**src/hdl/u2h_pkg.sv**
```systemverilog
// Shared types, constants and helpers for the UTF-8 to UTF-16BE hex transcoder.
// Used by the decoder, the code point queue and the hex emitter.
package u2h_pkg;

   localparam int QueueDepth = 4;
   localparam int QueueAw    = $clog2(QueueDepth);

   // Lead byte thresholds
   localparam logic [7:0] TwoByteLead   = 8'h80;
   localparam logic [7:0] ThreeByteLead = 8'hE0;
   localparam logic [7:0] FourByteLead  = 8'hF0;

   localparam logic [20:0] BmpLimit = 21'h00FFFF;
   localparam logic [20:0] SuppBase = 21'h010000;
   localparam logic [15:0] HighSurr = 16'hD800;
   localparam logic [15:0] LowSurr  = 16'hDC00;

   // Digit counts, zero based: last digit of a single unit and of a pair
   localparam logic [2:0] LastDigitUnit = 3'd3;
   localparam logic [2:0] LastDigitPair = 3'd7;

   typedef struct packed {
      logic [20:0] code_point;
      logic        end_of_text;
   } cp_entry_type;

   typedef struct packed {
      logic full;
      logic empty;
   } queue_status_type;

   function automatic logic [6:0] hex_ascii(input logic [3:0] nib);
      logic [6:0] code;
      if (nib < 4'd10) begin
         code = 7'h30 + {3'b000, nib};
      end else begin
         code = 7'h37 + {3'b000, nib};
      end
      return code;
   endfunction

endpackage

```
**src/hdl/u2h_front.sv**
```systemverilog
// Byte decoder: accepts UTF-8 bytes, assembles code points, hands finished ones on.
// Depends on u2h_pkg.
module u2h_front import u2h_pkg::*; (
   input  logic         clock,
   input  logic         reset,
   input  logic         req_tvalid,
   output logic         req_tready,
   input  logic [7:0]   req_tdata,   // [7:0] byte_value
   input  logic         req_tlast,   // end_of_text
   input  logic         queue_full,
   output logic         push,
   output cp_entry_type push_entry
);

   logic [20:0] acc_ff, acc_in;
   logic [1:0]  rem_ff, rem_in;
   logic [20:0] acc_next;
   logic [1:0]  rem_next;
   logic        accept;
   logic        done;

   assign req_tready = !queue_full;
   assign accept     = req_tvalid && req_tready;

   always_comb begin
      if (rem_ff == 2'd0) begin
         if (req_tdata < TwoByteLead) begin
            acc_next = {13'd0, req_tdata};
            rem_next = 2'd0;
         end else if (req_tdata < ThreeByteLead) begin
            acc_next = {16'd0, req_tdata[4:0]};
            rem_next = 2'd1;
         end else if (req_tdata < FourByteLead) begin
            acc_next = {17'd0, req_tdata[3:0]};
            rem_next = 2'd2;
         end else begin
            acc_next = {18'd0, req_tdata[2:0]};
            rem_next = 2'd3;
         end
      end else begin
         // continuation bytes are taken unchecked
         acc_next = {acc_ff[14:0], req_tdata[5:0]};
         rem_next = rem_ff - 2'd1;
      end
   end

   // a short text ends the sequence early and flushes what is there
   assign done = (rem_next == 2'd0) || req_tlast;
   assign push = accept && done;
   assign push_entry.code_point  = acc_next;
   assign push_entry.end_of_text = req_tlast;

   always_comb begin
      acc_in = acc_ff;
      rem_in = rem_ff;
      if (accept) begin
         if (done) begin
            acc_in = '0;
            rem_in = 2'd0;
         end else begin
            acc_in = acc_next;
            rem_in = rem_next;
         end
      end
   end

   always_ff @(posedge clock) begin
      if (reset) begin
         acc_ff <= '0;
         rem_ff <= 2'd0;
      end else begin
         acc_ff <= acc_in;
         rem_ff <= rem_in;
      end
   end

endmodule

```
**src/hdl/u2h_fifo.sv**
```systemverilog
// Short queue of finished code points between the decoder and the emitter.
// Depends on u2h_pkg.
module u2h_fifo import u2h_pkg::*; (
   input  logic             clock,
   input  logic             reset,
   input  logic             push,
   input  cp_entry_type     push_entry,
   input  logic             pop,
   output cp_entry_type     head,
   output queue_status_type status
);

   cp_entry_type       mem_ff [QueueDepth];
   logic [QueueAw:0]   wptr_ff, wptr_in;
   logic [QueueAw:0]   rptr_ff, rptr_in;

   assign status.empty = (wptr_ff == rptr_ff);
   assign status.full  = (wptr_ff[QueueAw] != rptr_ff[QueueAw]) &&
                         (wptr_ff[QueueAw-1:0] == rptr_ff[QueueAw-1:0]);
   assign head = mem_ff[rptr_ff[QueueAw-1:0]];

   assign wptr_in = (push && !status.full) ? wptr_ff + {{QueueAw{1'b0}}, 1'b1} : wptr_ff;
   assign rptr_in = (pop && !status.empty) ? rptr_ff + {{QueueAw{1'b0}}, 1'b1} : rptr_ff;

   always_ff @(posedge clock) begin
      if (push && !status.full) begin
         mem_ff[wptr_ff[QueueAw-1:0]] <= push_entry;
      end
   end

   always_ff @(posedge clock) begin
      if (reset) begin
         wptr_ff <= '0;
         rptr_ff <= '0;
      end else begin
         wptr_ff <= wptr_in;
         rptr_ff <= rptr_in;
      end
   end

endmodule

```
**src/hdl/u2h_back.sv**
```systemverilog
// Hex emitter: splits each code point into UTF-16 units and sends one hex digit a word.
// Depends on u2h_pkg.
module u2h_back import u2h_pkg::*; (
   input  logic             clock,
   input  logic             reset,
   input  cp_entry_type     head,
   input  queue_status_type status,
   output logic             pop,
   output logic             rsp_tvalid,
   input  logic             rsp_tready,
   output logic [7:0]       rsp_tdata,   // [6:0] hex_char, [7] zero
   output logic             rsp_tuser,   // last_of_code_point
   output logic             rsp_tlast    // last_of_text
);

   logic        busy_ff, busy_in;
   logic [31:0] units_ff, units_in;
   logic        long_ff, long_in;
   logic        end_ff, end_in;
   logic [2:0]  idx_ff, idx_in;
   logic        out_valid_ff, out_valid_in;
   logic [6:0]  out_char_ff, out_char_in;
   logic        out_lcp_ff, out_lcp_in;
   logic        out_lot_ff, out_lot_in;

   logic        step;
   logic        last_digit;
   logic        load;
   logic        head_long;
   logic [20:0] head_off;
   logic [15:0] hi_unit;
   logic [15:0] lo_unit;

   assign step       = busy_ff && (!out_valid_ff || rsp_tready);
   assign last_digit = (idx_ff == (long_ff ? LastDigitPair : LastDigitUnit));
   assign load       = !status.empty && (!busy_ff || (step && last_digit));
   assign pop        = load;

   assign head_long = (head.code_point > BmpLimit);
   assign head_off  = head.code_point - SuppBase;
   assign hi_unit   = HighSurr + {5'd0, head_off[20:10]};
   assign lo_unit   = LowSurr + {6'd0, head_off[9:0]};

   always_comb begin
      busy_in  = busy_ff;
      units_in = units_ff;
      long_in  = long_ff;
      end_in   = end_ff;
      idx_in   = idx_ff;
      if (step) begin
         units_in = {units_ff[27:0], 4'h0};
         idx_in   = idx_ff + 3'd1;
         if (last_digit) begin
            busy_in = 1'b0;
         end
      end
      if (load) begin
         busy_in  = 1'b1;
         long_in  = head_long;
         end_in   = head.end_of_text;
         idx_in   = 3'd0;
         // single units sit in the top half so digits always leave from the top
         units_in = head_long ? {hi_unit, lo_unit} : {head.code_point[15:0], 16'h0000};
      end
   end

   always_comb begin
      out_char_in  = out_char_ff;
      out_lcp_in   = out_lcp_ff;
      out_lot_in   = out_lot_ff;
      out_valid_in = out_valid_ff;
      if (step) begin
         out_valid_in = 1'b1;
         out_char_in  = hex_ascii(units_ff[31:28]);
         out_lcp_in   = last_digit;
         out_lot_in   = last_digit && end_ff;
      end else if (rsp_tready) begin
         out_valid_in = 1'b0;
      end
   end

   always_ff @(posedge clock) begin
      if (reset) begin
         busy_ff      <= 1'b0;
         out_valid_ff <= 1'b0;
         idx_ff       <= 3'd0;
      end else begin
         busy_ff      <= busy_in;
         out_valid_ff <= out_valid_in;
         idx_ff       <= idx_in;
      end
   end

   always_ff @(posedge clock) begin
      units_ff    <= units_in;
      long_ff     <= long_in;
      end_ff      <= end_in;
      out_char_ff <= out_char_in;
      out_lcp_ff  <= out_lcp_in;
      out_lot_ff  <= out_lot_in;
   end

   assign rsp_tvalid = out_valid_ff;
   assign rsp_tdata  = {1'b0, out_char_ff};
   assign rsp_tuser  = out_lcp_ff;
   assign rsp_tlast  = out_lot_ff;

endmodule

```
**src/hdl/utf8_to_utf16be_hex.sv**
```systemverilog
// Top level of the UTF-8 to UTF-16BE hex transcoder.
// Instantiates u2h_front, u2h_fifo and u2h_back; depends on u2h_pkg.
//
// Takes UTF-8 text one byte a word (tlast marks the final byte) and returns,
// for each code point, its UTF-16BE code units as uppercase ASCII hex digits,
// one digit a word: four for a code point up to FFFF, eight (high then low
// surrogate) above it. tuser flags the final digit of a code point and tlast
// the final digit of the text. Nothing is validated; a text cut short
// mid-sequence flushes the partial value as it stands. The decoder takes a
// byte every cycle while its four-entry code point queue has room; the hex
// emitter sends one digit per cycle while the output is ready, so each code
// point yields four or eight digits and plain ASCII gives four digits per byte.
module utf8_to_utf16be_hex import u2h_pkg::*; (
   input  logic       clock,
   input  logic       reset,
   input  logic       req_tvalid,
   output logic       req_tready,
   input  logic [7:0] req_tdata,   // [7:0] byte_value
   input  logic       req_tlast,   // end_of_text
   output logic       rsp_tvalid,
   input  logic       rsp_tready,
   output logic [7:0] rsp_tdata,   // [6:0] hex_char, [7] zero
   output logic       rsp_tuser,   // last_of_code_point
   output logic       rsp_tlast    // last_of_text
);

   logic             push;
   cp_entry_type     push_entry;
   logic             pop;
   cp_entry_type     head;
   queue_status_type q_status;

   u2h_front u_front (
      .clock      (clock),
      .reset      (reset),
      .req_tvalid (req_tvalid),
      .req_tready (req_tready),
      .req_tdata  (req_tdata),
      .req_tlast  (req_tlast),
      .queue_full (q_status.full),
      .push       (push),
      .push_entry (push_entry)
   );

   u2h_fifo u_fifo (
      .clock      (clock),
      .reset      (reset),
      .push       (push),
      .push_entry (push_entry),
      .pop        (pop),
      .head       (head),
      .status     (q_status)
   );

   u2h_back u_back (
      .clock      (clock),
      .reset      (reset),
      .head       (head),
      .status     (q_status),
      .pop        (pop),
      .rsp_tvalid (rsp_tvalid),
      .rsp_tready (rsp_tready),
      .rsp_tdata  (rsp_tdata),
      .rsp_tuser  (rsp_tuser),
      .rsp_tlast  (rsp_tlast)
   );

   a_lot_ends_cp: assert property (@(posedge clock) disable iff (reset)
      rsp_tvalid && rsp_tlast |-> rsp_tuser)
      else $error("end of text not on a code point boundary");

   a_hex_range: assert property (@(posedge clock) disable iff (reset)
      rsp_tvalid |-> (rsp_tdata >= 8'h30 && rsp_tdata <= 8'h39) ||
                     (rsp_tdata >= 8'h41 && rsp_tdata <= 8'h46))
      else $error("output word is not an uppercase hex digit");

   a_queue_sane: assert property (@(posedge clock) disable iff (reset)
      !(q_status.full && q_status.empty))
      else $error("code point queue both full and empty");

   a_no_pop_empty: assert property (@(posedge clock) disable iff (reset)
      pop |-> !q_status.empty)
      else $error("emitter popped an empty queue");

   a_push_room: assert property (@(posedge clock) disable iff (reset)
      push |-> !q_status.full)
      else $error("decoder pushed into a full queue");

endmodule
```
**config.mk**
```make
export PLATFORM = sky130hd
export DESIGN_NAME = utf8_to_utf16be_hex
export DESIGN_NICKNAME = d
export VERILOG_FILES = /design/src/hdl/u2h_pkg.sv /design/src/hdl/u2h_front.sv /design/src/hdl/u2h_fifo.sv /design/src/hdl/u2h_back.sv /design/src/hdl/utf8_to_utf16be_hex.sv
export SDC_FILE = /design/constraint.sdc
export NUM_CORES = 1
export LEC_CHECK = 0
export ABC_CLOCK_PERIOD_IN_PS = 7230
export BUFFER_PORTS_ARGS = -buffer_cell sky130_fd_sc_hd__buf_2
export CAP_MARGIN = 20
export CORE_AREA = 2 2 116 140
export DETAILED_ROUTE_END_ITERATION = 16
export DIE_AREA = 0 0 118 142
export GPL_ROUTABILITY_DRIVEN = 0
export GPL_TIMING_DRIVEN = 0
export PLACE_DENSITY = 0.58
export SLEW_MARGIN = 10
export SYNTH_ARGS = -nofsm -noshare
export SYNTH_HDL_FRONTEND = slang
export SYNTH_HIERARCHICAL = 1
export SYNTH_SLANG_ARGS = --single-unit
```
**constraint.sdc**
```tcl
create_clock -name clock -period 7.23 [get_ports clock]
set_input_delay 1.0845 -clock clock [delete_from_list [all_inputs] [get_ports clock]]
set_output_delay 1.0845 -clock clock [all_outputs]
set_load 0.01 [all_outputs]
```
Word level (Yosys, flattened, before mapping)
Memory sizes are Yosys's and may differ from the RTL's. A register that Yosys moved wholly into a read port is not among the register bits.
Cells that the tools add are included.
{"block": "totals", "reg_bits": 71, "ram_bits": 88, "in_bits": 13, "output_inout_bits": 12, "mem_count": 1}
{"name": "u_fifo.mem_ff", "depth": 4, "word_bits": 22, "rd": 1, "rd_clocked_by_memory_dff": 1, "write_ports": 1, "line": "u2h_fifo.sv:13", "source": "cp_entry_type mem_ff [QueueDepth];"}
{"block": "op_classes", "add_sub_neg": 9, "n_lt_le_gt_ge": 5, "n_eq_ne": 4, "n_mux": 24, "n_reduce_logical": 23}
{"op": "$mux 32", "n": 3}
{"op": "$mux 21", "n": 3}
{"op": "$lt 8x8->1 const B", "n": 3}
{"op": "$gt 21x16->1 const B", "n": 1}
{"op": "$sub 21x17->21 const B", "n": 1}
{"op": "$add 15x11->16 const A", "n": 1}
{"op": "$add 15x12->16 const A", "n": 1}
{"op": "$mux 15", "n": 1}
{"op": "$add 6x4->7 const A", "n": 2}
{"op": "$mux 2", "n": 6}
{"op": "$add 3x1->3 const B", "n": 3}
{"op": "$logic_and 1x1->1", "n": 9}
{"op": "$mux 1", "n": 8}
{"op": "$mux 7", "n": 1}
{"op": "$eq 3x3->1", "n": 2}
{"op": "$reduce_bool 2->1", "n": 3}
{"op": "$logic_not 1->1", "n": 4}
{"op": "$logic_not 2->1", "n": 2}
{"op": "$lt 4x4->1 const B", "n": 1}
{"op": "$mux 4", "n": 1}
{"op": "$logic_or 1x1->1", "n": 3}
{"op": "$mux 3", "n": 1}
{"op": "$eq 2x2->1", "n": 1}
{"op": "$reduce_and 2->1", "n": 1}
{"op": "other kinds (3)", "n": 3}

Longest topological paths before layout
{"block": "logic_depth", "ltp_word": 11, "depth_mapped": 11, "mapped_depth_nobuf": 8}

By module
Netlist, hierarchy kept.
{"module": "u2h_fifo", "n_inst": 1, "cells_per_inst": 182, "area_each_um2": 3742.3, "seq_area_each_um2": 2802.7}
{"module": "u2h_back", "n_inst": 1, "cells_per_inst": 201, "area_each_um2": 2230.9, "seq_area_each_um2": 1391.3}
{"module": "u2h_front", "n_inst": 1, "cells_per_inst": 105, "area_each_um2": 840.8, "seq_area_each_um2": 340.3}

Worst setup path before layout
No wires, ideal clock.
{"block": "synth_timing", "path_kind": "input to register", "start": "input port req_tvalid", "end": "memory u_fifo/mem_ff[3][0] (netlist bit) (enable)", "setup_ns": 0.414, "t_arrival_ns": 3.078, "required_time_ns": 6.816, "path_slack_ns": 3.738, "path_stages": 6, "path_cell_list": "nand2b_1 clkbuf_1 buf_1 nor2_1 nand2_1 a31oi_1"}
{"block": "synth_via", "elab_chain_len": 5}
{"element": "from (decl)", "line": "utf8_to_utf16be_hex.sv:16", "source": "input logic req_tvalid,"}
{"element": "$logic_and 1x1->1", "line": "u2h_front.sv:23", "source": "assign accept = req_tvalid && req_tready;"}
{"element": "$logic_and 1x1->1", "line": "u2h_front.sv:49", "source": "assign push = accept && done;"}
{"element": "net push", "line": "utf8_to_utf16be_hex.sv:27", "source": "logic push;"}
{"element": "$logic_and 1x1->1", "line": "u2h_fifo.sv:26", "source": "if (push && !status.full) begin"}
{"element": "$mux 1", "line": "u2h_fifo.sv:26"}
{"element": "$mux 1 (not written as such)", "line": "u2h_fifo.sv:27", "source": "mem_ff[wptr_ff[QueueAw-1:0]] <= push_entry;"}
{"element": "to (decl)", "line": "u2h_fifo.sv:13"}
The timed path passes the listed nets, and every way through them passes these cells.

==> impl.org <==
** Status
- The run finished with clean final reports.

** Floorplanning
- Standard cell core area :: 0.0155 mm^2
- Die H :: approximately 140 um
- Top-Level Pins :: 25
- Once the floorplan was initialized, standard cells occupied 44.1% of the core.
- The die is 118 um wide.
- The floorplan step defined a die boundary enclosing roughly 0.017 mm^2.
- Number of standard-cell rows in the floorplan :: 50

** Setup path
- In this run the worst path has a maximum fanout of 12.
- Tracing the worst setup path back leads to its startpoint at u_fifo/wptr_ff[0]$_SDFFE_PP0P_.
- STA classifies the critical path endpoint as a flip-flop.
- The setup path with the least slack is of type reg -> reg.
- Critical Path Most Common Cell :: nor2_1
- WP data arrival :: 4.29 ns
- In this run the critical register-to-register path is launched from u_fifo/wptr_ff[0]$_SDFFE_PP0P_.
- Walking the worst path, the cells encountered are xnor2_1 -> nand2_1 -> nor2_1 -> nand2b_1 -> clkbuf_1 -> buf_1 -> nor2_1 -> inv_1 -> a31oi_1 -> and2_1 -> buf_8.
- Data on the critical path is required at its endpoint by ~7.4 ns.
- On the worst path, the slowest cell contributes a delay of a little over 0.6 ns.
- The slowest stage of the critical path belongs to the cell xnor2_1.
- Slack of the worst reg-to-reg path :: 3.11 ns
- Startpoint type of the worst setup path :: flip-flop

** Clock tree
- Buffers inserted during post-CTS setup optimization :: 0
- Clock-pin slew reported for the worst setup and hold paths after clock tree synthesis :: 0.07 ns
- In this run the clock root is driven by a clkbuf_16.
- Number of buffers inserted during clock tree synthesis :: 17
- In this run, post-CTS hold repair placed 0 buffers.
- Later-pin clock latency in the skew report :: ~0.42 ns
- H-tree depth :: 4
- The clock passes through at most 2 buffers.
- TritonCTS built the clock tree.
- PostCTS Resize Cnt :: 0
- Number of sinks driven by the clock tree :: 161

** STA
- Setup violations remaining at the end of the flow were counted as 0.
- Min setup slack post-route :: 3.11 ns
- Adding up every negative setup slack in the final design gives 0 ns.
- Final Hold Vio Count :: 0
- Setup repair after global routing missed its margin :: no
- Static timing analysis puts the maximum clock frequency at 243 MHz.
- On the final layout, the worst clock skew is between 0.008 and 0.009 ns.
- Subtracting the final worst setup slack from the clock period gives about 4.1 ns.
- Number of pins with negative max-slew slack in the final report :: 0
- Relative max-transition margin :: between 50% and 60%
- Actual transition at the worst max-transition pin :: ~0.72 ns
- In the finished design, the share of the clock period the worst path needs comes to 57.0%.

** Routing
- Initial detailed-routing violation count :: 249
- DR DRC count :: 0
- Vias per cell :: 5.39
- In this run the remaining antenna-violating nets after routing total 0.
- The first detailed-routing pass took 4 iterations.
- For this block, the via count after detailed routing is 4074.
- Routed wire length :: 13.6 mm
- After detailed routing, the average wire length per cell comes to 17.9 um.

** Logic synthesis
- Post-synth EDFFs :: ~130
- Post-Syn Instances :: just under 500
- Portion of the post-synthesis area used by sequential elements :: between 60% and 70%
- Counting flops with an async set or reset pin after synthesis yields a share of 0%.
- Yosys warning total :: 6
- Unique cell type count in the Yosys netlist :: 52
- The mapped netlist covers 0.00681 mm^2.
- After synthesis the netlist holds a flip-flop and latch count of ~160.
- Most used flip-flop cell after synthesis :: edfxtp_1
- Dividing the synthesized area by the synthesized cell count gives 14.0 um^2.
- The number of nets in the synthesized netlist is between 500 and 600.

** GRT
- The first global-routing pass estimated 21.8 mm of wire.
- The via count of the first global-routing pass was 4082.
- The number of antenna violations at the first check in global routing is 0.
- Pin count of the biggest net entering global routing :: 21
- Global-route usage over all layers :: 17.3%
- Total overflow reported by the global router :: 0

** Placement
- Timing analysis after detailed placement gives a worst setup slack of approximately 3.2 ns.
- Total half-perimeter wirelength after legalization and detailed placement :: 9.60 mm
- Placed inst area :: between 0.007 and 0.008 mm^2
- After detailed placement, the design holds a cell count of 724.
- Number of buffers added on ports :: 23

** Power and ir drop
- Dividing total power by cell area gives a power density of 375 mW/mm^2.
- VDD sags by at most approximately 0.00016 V.
- Static leakage :: ~0.0028 uW

** Run
- The tool flagged a number of max-cap violations equal to 0.

** Final layout
- Relative to the synthesized area, the layout overhead comes to 15.4%.
- Fin util :: 50.9%
- Antenna cells :: 0
- Count of nets after finishing :: between 500 and 600
- The layout has between 1000 and 1500 filler cells.
- The post-route netlist has 18.6% of its cells at a drive strength greater than 1.
- Finished Cell Area :: 0.00786 mm^2
- The finished layout holds 756 standard cells, fillers aside.

** Hold path
- Type of the tightest min-delay check :: reg -> reg
- The startpoint identified for the worst hold timing path is u_front/acc_ff[2]$_SDFFE_PP0P_.
==> where the power goes <==
| group | internal (uW) | total [uW] | switching (uW) |
|---|---|---|---|
| Sequential | 1280 | 1350 | 67.6 |
| Clock | 471 | 824 | 353 |
| Combinational | 283 | 775 | 492 |
| Total | 2040 | 2950 | 913 |
==> kinds of logic (layout without fill, tap and decap cells) <==
logic type,count (synthesis),in the layout,share of synthesized area (%)
XOR/XNOR,11,11,1.41
AO/OA/AOI/OAI,75,75,7.05
AND/OR/NAND/NOR,155,155,11.5
multiplexers,30,30,8.45
other,1,1,0.0550
flip-flops,161,161,66.5
buffers and inverters,47,107,3.49
adder cells (fa/ha/maj),8,8,1.47
==> registers in the layout (all words and copies together), names as in the netlist, named ones only <==
register	cells
u_back/units_ff	32
u_back/out_char_ff	7
u_back/long_ff	1
u_back/rsp_tlast	1
u_fifo/rptr_ff	3
u_fifo/wptr_ff	3
u_back/end_ff	1
u_back/busy_ff	1
u_front/rem_ff	2
u_fifo/mem_ff	88
u_front/acc_ff	15
u_back/rsp_tuser	1
u_back/rsp_tvalid	1
u_back/idx_ff	3
==> placed cells by master (no fill, tap or decap), types with 5 or more instances in the layout <==
cell       instances
nor3_1             7
nor3b_1            5
a21oi_1           11
nor2_1            23
nand4_1            6
inv_1             18
o21ai_0           25
edfxtp_1         131
mux4_2            22
ha_1               8
a22oi_1           10
xor2_1             6
and2_1             7
nand3_1           14
mux2i_1            8
clkbuf_1          11
nor2b_1           15
o211ai_1          10
clkbuf_16         17
buf_2             28
xnor2_1            5
and3_1             7
dfxtp_1           30
buf_4              7
nand2_1           57
==> worst max-delay path, delay by kind of cell (launching register included) <==
family | cells | cell delay (ns)
simple gates | 5 | 1.58
flops | 1 | 0.40
buf+inv | 4 | 1.19
compound gates | 1 | 0.07
xor+xnor | 1 | 0.62
==> through the flow <==
step           power, uW  hold WS (ns)
6_report            2950         0.477
5_1_grt             3130         0.506
4_1_cts             2980         0.482
3_5_place_dp        2160         0.468
3_3_place_gp        2090         0.464
2_1_floorplan       1880         0.440
==> cell usage after synthesis (2+ instances only) <==
master / instances / area (um^2)
or4_1: 2 / 15.0
nor3b_1: 5 / 37.5
xor2_1: 6 / 52.6
nand4_1: 6 / 37.5
mux2i_1: 8 / 80.1
and2_1: 7 / 43.8
inv_1: 18 / 67.6
buf_2: 5 / 25.0
o21ai_0: 25 / 125
a22oi_1: 10 / 75.1
nand2_1: 57 / 214
o211ai_1: 10 / 75.1
mux4_2: 22 / 495
buf_6: 2 / 22.5
dfxtp_1: 30 / 601
a21oi_1: 11 / 55.1
nor2b_1: 15 / 93.8
nand3_1: 14 / 70.1
xnor2_1: 5 / 43.8
a31oi_1: 5 / 31.3
nor3_1: 7 / 35.0
nor2_1: 23 / 86.3
edfxtp_1: 131 / 3930
clkbuf_1: 10 / 37.5
and3_1: 7 / 43.8
ha_1: 8 / 100
buf_4: 7 / 52.6
a41oi_1: 2 / 17.5
o31ai_1: 3 / 22.5
nand2b_1: 3 / 18.8
buf_1: 3 / 11.3
==> metal layers <==
metal	part of all wire (%)	up-vias	track usage [%]	wire length, um
met5	0	-	0	0
met4	2.2	0	6.98	298
met3	3.7	21	3.85	507
met2	52	102	30.8	7120
met1	42	2029	20.5	5640
li1	-	1922	-	-
==> worst paths after layout <==
check                                        end  cells past startpoint
setup / recovery  u_fifo/mem_ff[0][19]$_DFFE_PP_                     11
setup reg to reg  u_fifo/mem_ff[0][19]$_DFFE_PP_                     11
hold / removal    u_front/acc_ff[2]$_SDFFE_PP0P_                      2
hold reg to reg   u_front/acc_ff[2]$_SDFFE_PP0P_                      2
==> cell type report <==
| cell class | count | area [um^2] | share of cell area, % |
|---|---|---|---|
| Buffer | 29 | 170 | 2.16 |
| Clock buffer | 18 | 429 | 5.46 |
| Clock inverter | 14 | 118 | 1.50 |
| Inverter | 18 | 67.6 | 0.859 |
| Multi-Input combinational cell | 280 | 2060 | 26.2 |
| Sequential cell | 161 | 4530 | 57.7 |
| Tap cell | 208 | 260 | 3.31 |
| Timing Repair Buffer | 28 | 228 | 2.90 |
No activity file was read; power rests on OpenSTA's default activity.
